==> src/hw/rtl/drd_pkg.sv <==
package drd_pkg;

    localparam int MAX_CLASSES = 255;
    localparam int BOX_WORDS   = 4;
    localparam int POS_W       = $clog2(MAX_CLASSES + BOX_WORDS);

    localparam int WORD_W   = 16;
    localparam int COUNT_W  = 8;
    localparam int IMG_W    = 13;
    localparam int COORD_W  = 17;
    localparam int CLASS_W  = 9;
    localparam int DATA_W   = 16;
    localparam int INDEX_W  = 3;

    localparam int X5_W     = 19;
    localparam int PROD_W   = X5_W + WORD_W + 1;
    localparam int SPROD_W  = 2 * WORD_W;

    typedef enum logic [INDEX_W-1:0] {
        REG_CLASS_COUNT     = 3'd0,
        REG_SCORE_THRESHOLD = 3'd1,
        REG_PAD_LEFT        = 3'd2,
        REG_PAD_TOP         = 3'd3,
        REG_RECIP_SCALE     = 3'd4,
        REG_IMAGE_WIDTH     = 3'd5,
        REG_IMAGE_HEIGHT    = 3'd6
    } reg_index_t;

    localparam logic [COUNT_W-1:0] RST_CLASS_COUNT     = 8'd80;
    localparam logic [WORD_W-1:0]  RST_SCORE_THRESHOLD = 16'd16384;
    localparam logic [WORD_W-1:0]  RST_PAD             = 16'd0;
    localparam logic [WORD_W-1:0]  RST_RECIP_SCALE     = 16'd4096;
    localparam logic [IMG_W-1:0]   RST_IMAGE_WIDTH     = 13'd1280;
    localparam logic [IMG_W-1:0]   RST_IMAGE_HEIGHT    = 13'd720;

endpackage

==> src/hw/rtl/drd_if.sv <==
interface drd_in_if;
    logic                           valid;
    logic                           ready;
    logic [drd_pkg::WORD_W-1:0]     word;
    logic                           row_start;

    modport source (output valid, output word, output row_start, input ready);
    modport sink (input valid, input word, input row_start, output ready);
endinterface

interface drd_out_if;
    logic                               valid;
    logic                               ready;
    logic [drd_pkg::COORD_W-1:0]        left;
    logic [drd_pkg::COORD_W-1:0]        top;
    logic [drd_pkg::COORD_W-1:0]        box_width;
    logic [drd_pkg::COORD_W-1:0]        box_height;
    logic signed [drd_pkg::CLASS_W-1:0] class_index;
    logic [drd_pkg::WORD_W-1:0]         confidence;

    modport source (output valid, output left, output top, output box_width,
                    output box_height, output class_index, output confidence,
                    input ready);
    modport sink (input valid, input left, input top, input box_width,
                  input box_height, input class_index, input confidence,
                  output ready);
endinterface

interface drd_cfg_if;
    logic                           valid;
    logic                           ready;
    logic [drd_pkg::INDEX_W-1:0]    reg_index;
    logic [drd_pkg::DATA_W-1:0]     data;

    modport source (output valid, output reg_index, output data, input ready);
    modport sink (input valid, input reg_index, input data, output ready);
endinterface

==> src/hw/rtl/drd_axis_map.sv <==
module drd_axis_map (
    input  logic signed [drd_pkg::PROD_W-1:0]  corner_prod,
    input  logic [drd_pkg::SPROD_W-1:0]        size_prod,
    input  logic [drd_pkg::IMG_W-1:0]          image_size,
    output logic [drd_pkg::COORD_W-1:0]        corner,
    output logic [drd_pkg::COORD_W-1:0]        size
);

    logic signed [drd_pkg::PROD_W:0]     rounded;
    logic signed [drd_pkg::PROD_W-13:0]  corner_raw;
    logic signed [drd_pkg::PROD_W-13:0]  edge_s;
    logic [drd_pkg::COORD_W-1:0]         edge_u;
    logic [drd_pkg::SPROD_W:0]           size_sum;
    logic [drd_pkg::SPROD_W-12:0]        size_raw;
    logic [drd_pkg::COORD_W-1:0]         room;

    always_comb
    begin
        edge_u     = {image_size, 4'b0000};
        edge_s     = $signed({{(drd_pkg::PROD_W - 12 - drd_pkg::COORD_W){1'b0}}, edge_u});
        rounded    = $signed({corner_prod[drd_pkg::PROD_W-1], corner_prod})
                     + $signed((drd_pkg::PROD_W + 1)'(4096));
        corner_raw = rounded[drd_pkg::PROD_W:13];
        if (corner_raw < 0)
        begin
            corner = '0;
        end
        else if (corner_raw > edge_s)
        begin
            corner = edge_u;
        end
        else
        begin
            corner = corner_raw[drd_pkg::COORD_W-1:0];
        end
        room     = edge_u - corner;
        size_sum = {1'b0, size_prod} + (drd_pkg::SPROD_W + 1)'(2048);
        size_raw = size_sum[drd_pkg::SPROD_W:12];
        if (size_raw > {{(drd_pkg::SPROD_W - 11 - drd_pkg::COORD_W){1'b0}}, room})
        begin
            size = room;
        end
        else
        begin
            size = size_raw[drd_pkg::COORD_W-1:0];
        end
    end

endmodule

==> src/hw/rtl/detection_row_decode.sv <==
// Decodes a stream of detector row words, one word per cycle, into boxes. Each row is four
// Q12.4 box words followed by class_count Q0.16 scores (one score if class_count is zero); a
// running argmax picks the best class and on the last score a row that meets the threshold is
// mapped to frame coordinates and, if its width and height are both non-zero, presented as one
// item on the output. A word is decided in the input register stage, and a kept row then passes
// the decoded-row register, a multiply stage and the result register before its box is
// presented. A word is accepted in every cycle unless the output is stalled and the stages
// behind it are full. Configuration registers take effect at once and are meant to be written
// only while no row is in flight.
module detection_row_decode (
    input  logic       clk,
    input  logic       rst_n,
    drd_in_if.sink     words,
    drd_out_if.source  boxes,
    drd_cfg_if.sink    cfg
);

    logic [drd_pkg::COUNT_W-1:0]  class_count_reg;
    logic [drd_pkg::WORD_W-1:0]   score_threshold_reg;
    logic [drd_pkg::WORD_W-1:0]   pad_left_reg;
    logic [drd_pkg::WORD_W-1:0]   pad_top_reg;
    logic [drd_pkg::WORD_W-1:0]   recip_scale_reg;
    logic [drd_pkg::IMG_W-1:0]    image_width_reg;
    logic [drd_pkg::IMG_W-1:0]    image_height_reg;

    logic                         s1_valid_reg;
    logic [drd_pkg::WORD_W-1:0]   s1_word_reg;
    logic                         s1_start_reg;

    logic [drd_pkg::POS_W-1:0]    position_reg;
    logic [drd_pkg::POS_W-1:0]    position_next;
    logic [drd_pkg::WORD_W-1:0]   box_reg [drd_pkg::BOX_WORDS];
    logic [drd_pkg::WORD_W-1:0]   best_score_reg;
    logic [drd_pkg::WORD_W-1:0]   best_score_next;
    logic signed [drd_pkg::CLASS_W-1:0] best_class_reg;
    logic signed [drd_pkg::CLASS_W-1:0] best_class_next;

    logic                                s2_valid_reg;
    logic                                s2_valid_next;
    logic signed [drd_pkg::X5_W-1:0]     s2_x5_reg;
    logic signed [drd_pkg::X5_W-1:0]     s2_y5_reg;
    logic [drd_pkg::WORD_W-1:0]          s2_w_reg;
    logic [drd_pkg::WORD_W-1:0]          s2_h_reg;
    logic signed [drd_pkg::CLASS_W-1:0]  s2_class_reg;
    logic [drd_pkg::WORD_W-1:0]          s2_conf_reg;

    logic                                s3_valid_reg;
    logic signed [drd_pkg::PROD_W-1:0]   s3_px_reg;
    logic signed [drd_pkg::PROD_W-1:0]   s3_py_reg;
    logic [drd_pkg::SPROD_W-1:0]         s3_pw_reg;
    logic [drd_pkg::SPROD_W-1:0]         s3_ph_reg;
    logic signed [drd_pkg::CLASS_W-1:0]  s3_class_reg;
    logic [drd_pkg::WORD_W-1:0]          s3_conf_reg;

    logic                                out_valid_reg;
    logic                                out_valid_next;
    logic [drd_pkg::COORD_W-1:0]         out_left_reg;
    logic [drd_pkg::COORD_W-1:0]         out_top_reg;
    logic [drd_pkg::COORD_W-1:0]         out_bw_reg;
    logic [drd_pkg::COORD_W-1:0]         out_bh_reg;
    logic signed [drd_pkg::CLASS_W-1:0]  out_class_reg;
    logic [drd_pkg::WORD_W-1:0]          out_conf_reg;

    logic                                s3_go;
    logic                                s2_go;
    logic                                s1_go;
    logic                                s1_fire;
    logic                                in_fire;
    logic [drd_pkg::POS_W-1:0]           pos;
    logic [drd_pkg::COUNT_W-1:0]         n;
    logic                                last_score;
    logic signed [drd_pkg::X5_W-1:0]     x5;
    logic signed [drd_pkg::X5_W-1:0]     y5;
    logic signed [drd_pkg::WORD_W:0]     rs_s;
    logic [drd_pkg::COORD_W-1:0]         left_c;
    logic [drd_pkg::COORD_W-1:0]         top_c;
    logic [drd_pkg::COORD_W-1:0]         bw_c;
    logic [drd_pkg::COORD_W-1:0]         bh_c;

    assign s3_go   = !out_valid_reg || boxes.ready;
    assign s2_go   = !s3_valid_reg || s3_go;
    assign s1_go   = !s2_valid_reg || s2_go;
    assign s1_fire = s1_valid_reg && s1_go;
    assign words.ready = !s1_valid_reg || s1_go;
    assign in_fire = words.valid && words.ready;
    assign cfg.ready = 1'b1;

    always_ff @(posedge clk or negedge rst_n)
    begin
        if (!rst_n)
        begin
            class_count_reg     <= drd_pkg::RST_CLASS_COUNT;
            score_threshold_reg <= drd_pkg::RST_SCORE_THRESHOLD;
            pad_left_reg        <= drd_pkg::RST_PAD;
            pad_top_reg         <= drd_pkg::RST_PAD;
            recip_scale_reg     <= drd_pkg::RST_RECIP_SCALE;
            image_width_reg     <= drd_pkg::RST_IMAGE_WIDTH;
            image_height_reg    <= drd_pkg::RST_IMAGE_HEIGHT;
        end
        else if (cfg.valid)
        begin
            case (cfg.reg_index)
                drd_pkg::REG_CLASS_COUNT:     class_count_reg <= cfg.data[drd_pkg::COUNT_W-1:0];
                drd_pkg::REG_SCORE_THRESHOLD: score_threshold_reg <= cfg.data;
                drd_pkg::REG_PAD_LEFT:        pad_left_reg <= cfg.data;
                drd_pkg::REG_PAD_TOP:         pad_top_reg <= cfg.data;
                drd_pkg::REG_RECIP_SCALE:     recip_scale_reg <= cfg.data;
                drd_pkg::REG_IMAGE_WIDTH:     image_width_reg <= cfg.data[drd_pkg::IMG_W-1:0];
                drd_pkg::REG_IMAGE_HEIGHT:    image_height_reg <= cfg.data[drd_pkg::IMG_W-1:0];
                default: ;
            endcase
        end
    end

    always_ff @(posedge clk or negedge rst_n)
    begin
        if (!rst_n)
        begin
            s1_valid_reg <= 1'b0;
        end
        else if (words.ready)
        begin
            s1_valid_reg <= words.valid;
        end
    end

    always_ff @(posedge clk)
    begin
        if (in_fire)
        begin
            s1_word_reg  <= words.word;
            s1_start_reg <= words.row_start;
        end
    end

    always_comb
    begin
        pos = s1_start_reg ? '0 : position_reg;
        n   = (class_count_reg == '0) ? drd_pkg::COUNT_W'(1) : class_count_reg;
        if (drd_pkg::POS_W'(n) > drd_pkg::POS_W'(drd_pkg::MAX_CLASSES))
        begin
            n = drd_pkg::COUNT_W'(drd_pkg::MAX_CLASSES);
        end
        best_score_next = best_score_reg;
        best_class_next = best_class_reg;
        last_score      = 1'b0;
        if (pos < drd_pkg::POS_W'(drd_pkg::BOX_WORDS))
        begin
            position_next = pos + 1'b1;
            if (pos == '0)
            begin
                best_score_next = '0;
                best_class_next = '1;
            end
        end
        else
        begin
            if (s1_word_reg > best_score_reg)
            begin
                best_score_next = s1_word_reg;
                best_class_next = $signed(drd_pkg::CLASS_W'(pos - drd_pkg::POS_W'(drd_pkg::BOX_WORDS)));
            end
            if (pos < drd_pkg::POS_W'(drd_pkg::BOX_WORDS - 1) + drd_pkg::POS_W'(n))
            begin
                position_next = pos + 1'b1;
            end
            else
            begin
                position_next = '0;
                last_score    = 1'b1;
            end
        end
        s2_valid_next = last_score && (best_score_next >= score_threshold_reg);
        x5 = $signed({2'b00, box_reg[0], 1'b0}) - $signed({3'b000, box_reg[2]})
             - $signed({2'b00, pad_left_reg, 1'b0});
        y5 = $signed({2'b00, box_reg[1], 1'b0}) - $signed({3'b000, box_reg[3]})
             - $signed({2'b00, pad_top_reg, 1'b0});
    end

    always_ff @(posedge clk or negedge rst_n)
    begin
        if (!rst_n)
        begin
            position_reg   <= '0;
            best_score_reg <= '0;
            best_class_reg <= '1;
        end
        else if (s1_fire)
        begin
            position_reg   <= position_next;
            best_score_reg <= best_score_next;
            best_class_reg <= best_class_next;
        end
    end

    always_ff @(posedge clk)
    begin
        if (s1_fire && (pos < drd_pkg::POS_W'(drd_pkg::BOX_WORDS)))
        begin
            box_reg[pos[1:0]] <= s1_word_reg;
        end
    end

    always_ff @(posedge clk or negedge rst_n)
    begin
        if (!rst_n)
        begin
            s2_valid_reg <= 1'b0;
            s3_valid_reg <= 1'b0;
            out_valid_reg <= 1'b0;
        end
        else
        begin
            if (s1_go)
            begin
                s2_valid_reg <= s1_fire && s2_valid_next;
            end
            if (s2_go)
            begin
                s3_valid_reg <= s2_valid_reg;
            end
            out_valid_reg <= out_valid_next;
        end
    end

    always_ff @(posedge clk)
    begin
        if (s1_fire && s2_valid_next)
        begin
            s2_x5_reg    <= x5;
            s2_y5_reg    <= y5;
            s2_w_reg     <= box_reg[2];
            s2_h_reg     <= box_reg[3];
            s2_class_reg <= best_class_next;
            s2_conf_reg  <= best_score_next;
        end
    end

    assign rs_s = $signed({1'b0, recip_scale_reg});

    always_ff @(posedge clk)
    begin
        if (s2_valid_reg && s2_go)
        begin
            s3_px_reg    <= drd_pkg::PROD_W'(s2_x5_reg) * drd_pkg::PROD_W'(rs_s);
            s3_py_reg    <= drd_pkg::PROD_W'(s2_y5_reg) * drd_pkg::PROD_W'(rs_s);
            s3_pw_reg    <= drd_pkg::SPROD_W'(s2_w_reg) * drd_pkg::SPROD_W'(recip_scale_reg);
            s3_ph_reg    <= drd_pkg::SPROD_W'(s2_h_reg) * drd_pkg::SPROD_W'(recip_scale_reg);
            s3_class_reg <= s2_class_reg;
            s3_conf_reg  <= s2_conf_reg;
        end
    end

    drd_axis_map u_map_x (
        .corner_prod (s3_px_reg),
        .size_prod   (s3_pw_reg),
        .image_size  (image_width_reg),
        .corner      (left_c),
        .size        (bw_c)
    );

    drd_axis_map u_map_y (
        .corner_prod (s3_py_reg),
        .size_prod   (s3_ph_reg),
        .image_size  (image_height_reg),
        .corner      (top_c),
        .size        (bh_c)
    );

    always_comb
    begin
        out_valid_next = out_valid_reg && !boxes.ready;
        if (s3_valid_reg && s3_go)
        begin
            out_valid_next = (bw_c != '0) && (bh_c != '0);
        end
    end

    always_ff @(posedge clk)
    begin
        if (s3_valid_reg && s3_go)
        begin
            out_left_reg  <= left_c;
            out_top_reg   <= top_c;
            out_bw_reg    <= bw_c;
            out_bh_reg    <= bh_c;
            out_class_reg <= s3_class_reg;
            out_conf_reg  <= s3_conf_reg;
        end
    end

    assign boxes.valid       = out_valid_reg;
    assign boxes.left        = out_left_reg;
    assign boxes.top         = out_top_reg;
    assign boxes.box_width   = out_bw_reg;
    assign boxes.box_height  = out_bh_reg;
    assign boxes.class_index = out_class_reg;
    assign boxes.confidence  = out_conf_reg;

endmodule
==> src/flat_wrapper.sv <==
// flat-port wrapper written by rule: the top's interface ports become plain ports
module detection_row_decode_flat 
  (clk, rst_n, words_valid, words_word, words_row_start, words_ready, boxes_valid, boxes_left, boxes_top, boxes_box_width, boxes_box_height, boxes_class_index, boxes_confidence, boxes_ready, cfg_valid, cfg_reg_index, cfg_data, cfg_ready);
  drd_in_if words_i ();
  drd_out_if boxes_i ();
  drd_cfg_if cfg_i ();
  input  logic clk;
  input  logic rst_n;
  input wire logic [$bits(words_i.valid)-1:0] words_valid;
  input wire logic [$bits(words_i.word)-1:0] words_word;
  input wire logic [$bits(words_i.row_start)-1:0] words_row_start;
  output wire logic [$bits(words_i.ready)-1:0] words_ready;
  output wire logic [$bits(boxes_i.valid)-1:0] boxes_valid;
  output wire logic [$bits(boxes_i.left)-1:0] boxes_left;
  output wire logic [$bits(boxes_i.top)-1:0] boxes_top;
  output wire logic [$bits(boxes_i.box_width)-1:0] boxes_box_width;
  output wire logic [$bits(boxes_i.box_height)-1:0] boxes_box_height;
  output wire logic [$bits(boxes_i.class_index)-1:0] boxes_class_index;
  output wire logic [$bits(boxes_i.confidence)-1:0] boxes_confidence;
  input wire logic [$bits(boxes_i.ready)-1:0] boxes_ready;
  input wire logic [$bits(cfg_i.valid)-1:0] cfg_valid;
  input wire logic [$bits(cfg_i.reg_index)-1:0] cfg_reg_index;
  input wire logic [$bits(cfg_i.data)-1:0] cfg_data;
  output wire logic [$bits(cfg_i.ready)-1:0] cfg_ready;
  assign words_i.valid = words_valid;
  assign words_i.word = words_word;
  assign words_i.row_start = words_row_start;
  assign words_ready = words_i.ready;
  assign boxes_valid = boxes_i.valid;
  assign boxes_left = boxes_i.left;
  assign boxes_top = boxes_i.top;
  assign boxes_box_width = boxes_i.box_width;
  assign boxes_box_height = boxes_i.box_height;
  assign boxes_class_index = boxes_i.class_index;
  assign boxes_confidence = boxes_i.confidence;
  assign boxes_i.ready = boxes_ready;
  assign cfg_i.valid = cfg_valid;
  assign cfg_i.reg_index = cfg_reg_index;
  assign cfg_i.data = cfg_data;
  assign cfg_ready = cfg_i.ready;
  detection_row_decode u_core (.clk(clk), .rst_n(rst_n), .words(words_i), .boxes(boxes_i), .cfg(cfg_i));
endmodule
==> config.mk <==
export PLATFORM = sky130hd
export DESIGN_NAME = detection_row_decode_flat
export DESIGN_NICKNAME = d
export VERILOG_FILES = /design/src/hw/rtl/drd_pkg.sv /design/src/hw/rtl/drd_if.sv /design/src/hw/rtl/drd_axis_map.sv /design/src/hw/rtl/detection_row_decode.sv /design/src/flat_wrapper.sv
export SDC_FILE = /design/constraint.sdc
export NUM_CORES = 2
export LEC_CHECK = 0
export BUFFER_PORTS_ARGS = -buffer_cell sky130_fd_sc_hd__buf_2
export CAP_MARGIN = 10
export CORE_ASPECT_RATIO = 0.8
export CORE_UTILIZATION = 70
export CTS_BUF_LIST = sky130_fd_sc_hd__clkbuf_16
export CTS_CLUSTER_DIAMETER = 120
export DETAILED_ROUTE_END_ITERATION = 8
export PLACE_DENSITY = 0.88
export SYNTH_ARGS = -nofsm -noshare
export SYNTH_HDL_FRONTEND = slang
export SYNTH_SLANG_ARGS = --single-unit
==> constraint.sdc <==
create_clock -name clk -period 18.9 [get_ports clk]
set_input_delay 0 -clock clk [delete_from_list [all_inputs] [get_ports clk]]
set_output_delay 0 -clock clk [all_outputs]
set_load 0.02 [all_outputs]
==> run metrics <==
CP startpoint u_core.s3_py_reg[14]; IO Count 137; dpl hpwl 132200 um; grt ovf 0; final hold slack 0.05184 ns; top-count cell post-synth inv_1; IO buf count 135; std cell rows 99; sequential cell area fraction in the yosys report 0.2311; worst r2r src u_core.s3_py_reg[14]; Worst-path clk slew 0.07 ns; Register Area 14920 sq um; max reg flops 64; Slew Limit Fails 0; flops & latches, synth 518; clock sinks 518; Hold Vio Cnt, Final 0; Hold Crit Class in -> reg; Initial Util 0.7070; setup TNS 0 ns; Post-CTS Setup Inserts 0; Slew HR 0.1760; CTS tree built; fin area 68340 sq um; Reg2Reg Depth 34; wire per inst 22.78 um; Routed Antenna Nets 0; drt initial violations 5522; placed cell area 66280 sq um; top_reg_cell synth edfxtp_1; Slew @ Worst Pin 1.227 ns; max frequency 99.14 MHz; Synth Area in XOR/XNOR 0.03207; largest area contributor in the netlist fa_1; Crit Path Max Fanout 35; largest cells by area after synthesis fa_1, edfxtp_1, ha_1; Max stage delay on crit path 0.86 ns; CTS root buf clkbuf_16; area delta synth->final 6.024%; Tcrit/Tclk final 0.5337; Num CTS Buffers 48; initial antenna violation count 19; post-synthesis cell type count 85; pin count of the biggest net entering global routing 77; WP data required 19.39 ns; H-tree levels 2; Ys Warns 0; die height 273.4 um; Vias 49000; placed cell count 7718; CP Capture Point u_core.boxes.valid; overall routed net length 179200 um; CP Launch Type flop; Finished Layout Cells 7867; clock tree buffer depth 3; Mapped Nets 8174; Post-Synth Adder-Cell Area 0.4232; post-DR vias/cell 6.229; EDFF count, synth 382; routability cong. 1.040; Mean Syn Cell Area 9.836 sq um; Filler Cell Count 5902; slowest CP cell o2111a_1; core area 91170 sq um; combinational family with the most area after synthesis adder cells; die area 93300 sq um; WP data arrival 10.58 ns; mux contribution to synthesized area 0.01384; Synth Area in Simple Gates 0.1426; Post-synth top cells inv_1, fa_1, nand2_1, ha_1, and2_1; DIE WIDTH 341.3 um; number of global-route vias before repair 52183; clk_skew 0.06577 ns; Hold Path Depth 5; share of the synthesized area in the top cell type 0.3106; layout cell share with drive strength beyond 1 0.06342; async set-reset flop share out of synthesis 0.2625; class of the most critical setup path reg -> reg; status completed; worst-skew pair later-pin latency 0.65 ns; Mapped Area 64450 sq um; RSZ-0062 raised after global routing no; setup violators final 0; NumNets Final 8219; Mapped Cells 6553; Remaining DRCs 0; Compound-Gate Fraction of Synth Area 0.06330; Max Cap Viol 0; area of the multi-input gates 43580 sq um; FF-to-FF End u_core.boxes.valid; GR Util All Layers 0.3953; reg2reg setup slack 8.81 ns; min Tclk post-route 10.09 ns; Worst setup EP type flop; first-pass GRT wire length 282600 um; DR pass1 iterations 8
metrics by stage:
stage	util	setup WS, ns
2_1_floorplan	-	9.051
3_5_place_dp	0.7270	9.154
5_1_grt	0.7491	8.019
4_1_cts	0.7487	9.155
6_report	0.7496	8.814
3_3_place_gp	0.7270	9.435
cell families after synthesis:
family,after synthesis
simple gates,1896
buf+inv,1610
fa+ha+maj,1580
compound gates,632
flops,518
xor+xnor,236
mux,80
other cells,1
per-layer routing:
metal  vias up  GRT usage  share of wire
met5         -          0        0.00023
met4         6     0.2406          0.070
met3       861    0.09986           0.13
met2      3376     0.6179           0.45
met1     24134     0.4997           0.35
li1      20623          -              -
worst min path at each step:
stage / startpoint / to
detailed placement: rst_n / u_core.pad_left_reg[14]
global placement: rst_n / u_core.pad_left_reg[14]
CTS: cfg_data[0] / u_core.recip_scale_reg[0]
finish: cfg_reg_index[2] / u_core.score_threshold_reg[14]
floorplan: rst_n / u_core.best_score_reg[0]
global route: cfg_reg_index[2] / u_core.score_threshold_reg[9]
worst max-delay path: cells and delay by family, from the launching register on:
kind,cells,cell delay [ns]
XOR/XNOR,2,0.41
buffers and inverters,1,0.33
adder cells (fa/ha/maj),3,1.11
multiplexers,1,0.40
AO/OA/AOI/OAI,13,4.05
AND/OR/NAND/NOR,14,3.21
flip-flops,1,0.47
layout by cell type (no fill, tap or decap), types with 9 or more instances in the layout:
cell type	count
a211o_1	15
a211oi_1	19
a21boi_0	23
a21o_1	62
a21oi_1	139
a31oi_1	13
and2_1	467
and3_1	29
and4_1	13
buf_2	134
buf_4	60
clkbuf_16	48
clkinv_1	9
clkinv_2	10
dfrtp_1	102
dfrtp_2	15
dfstp_2	19
diode_2	17
dlygate4sd3_1	41
edfxtp_1	382
fa_1	1000
ha_1	580
inv_1	1374
mux2_2	73
nand2_1	863
nand2b_1	19
nand3_1	81
nand4_1	54
nor2_1	175
nor2b_1	43
nor3_1	55
nor4_1	22
o211ai_1	22
o21a_1	39
o21ai_0	189
o21bai_1	13
or2_2	19
or3_1	22
xnor2_1	166
xor2_1	70
timing repair:
item,4_1_cts,5_1_grt
hold endpoints to repair,166,3
gates resized for setup,0,0
hold buffers,38,3
cell type report:
| cell class | instances | area share |
|---|---|---|
| clock buffers | 48 | 0.01758 |
| diodes | 17 | 0.0006225 |
| multi-input cells | 4425 | 0.6377 |
| flip-flops and latches | 518 | 0.2183 |
| clock inverters | 42 | 0.005768 |
| repair buffers | 237 | 0.02269 |
| inverters | 1368 | 0.07514 |
| well taps | 1212 | 0.02219 |
Power is left out: the tool's default activity adds up to more than one toggle a clock period on the data nets, which glitch-free logic cannot reach.
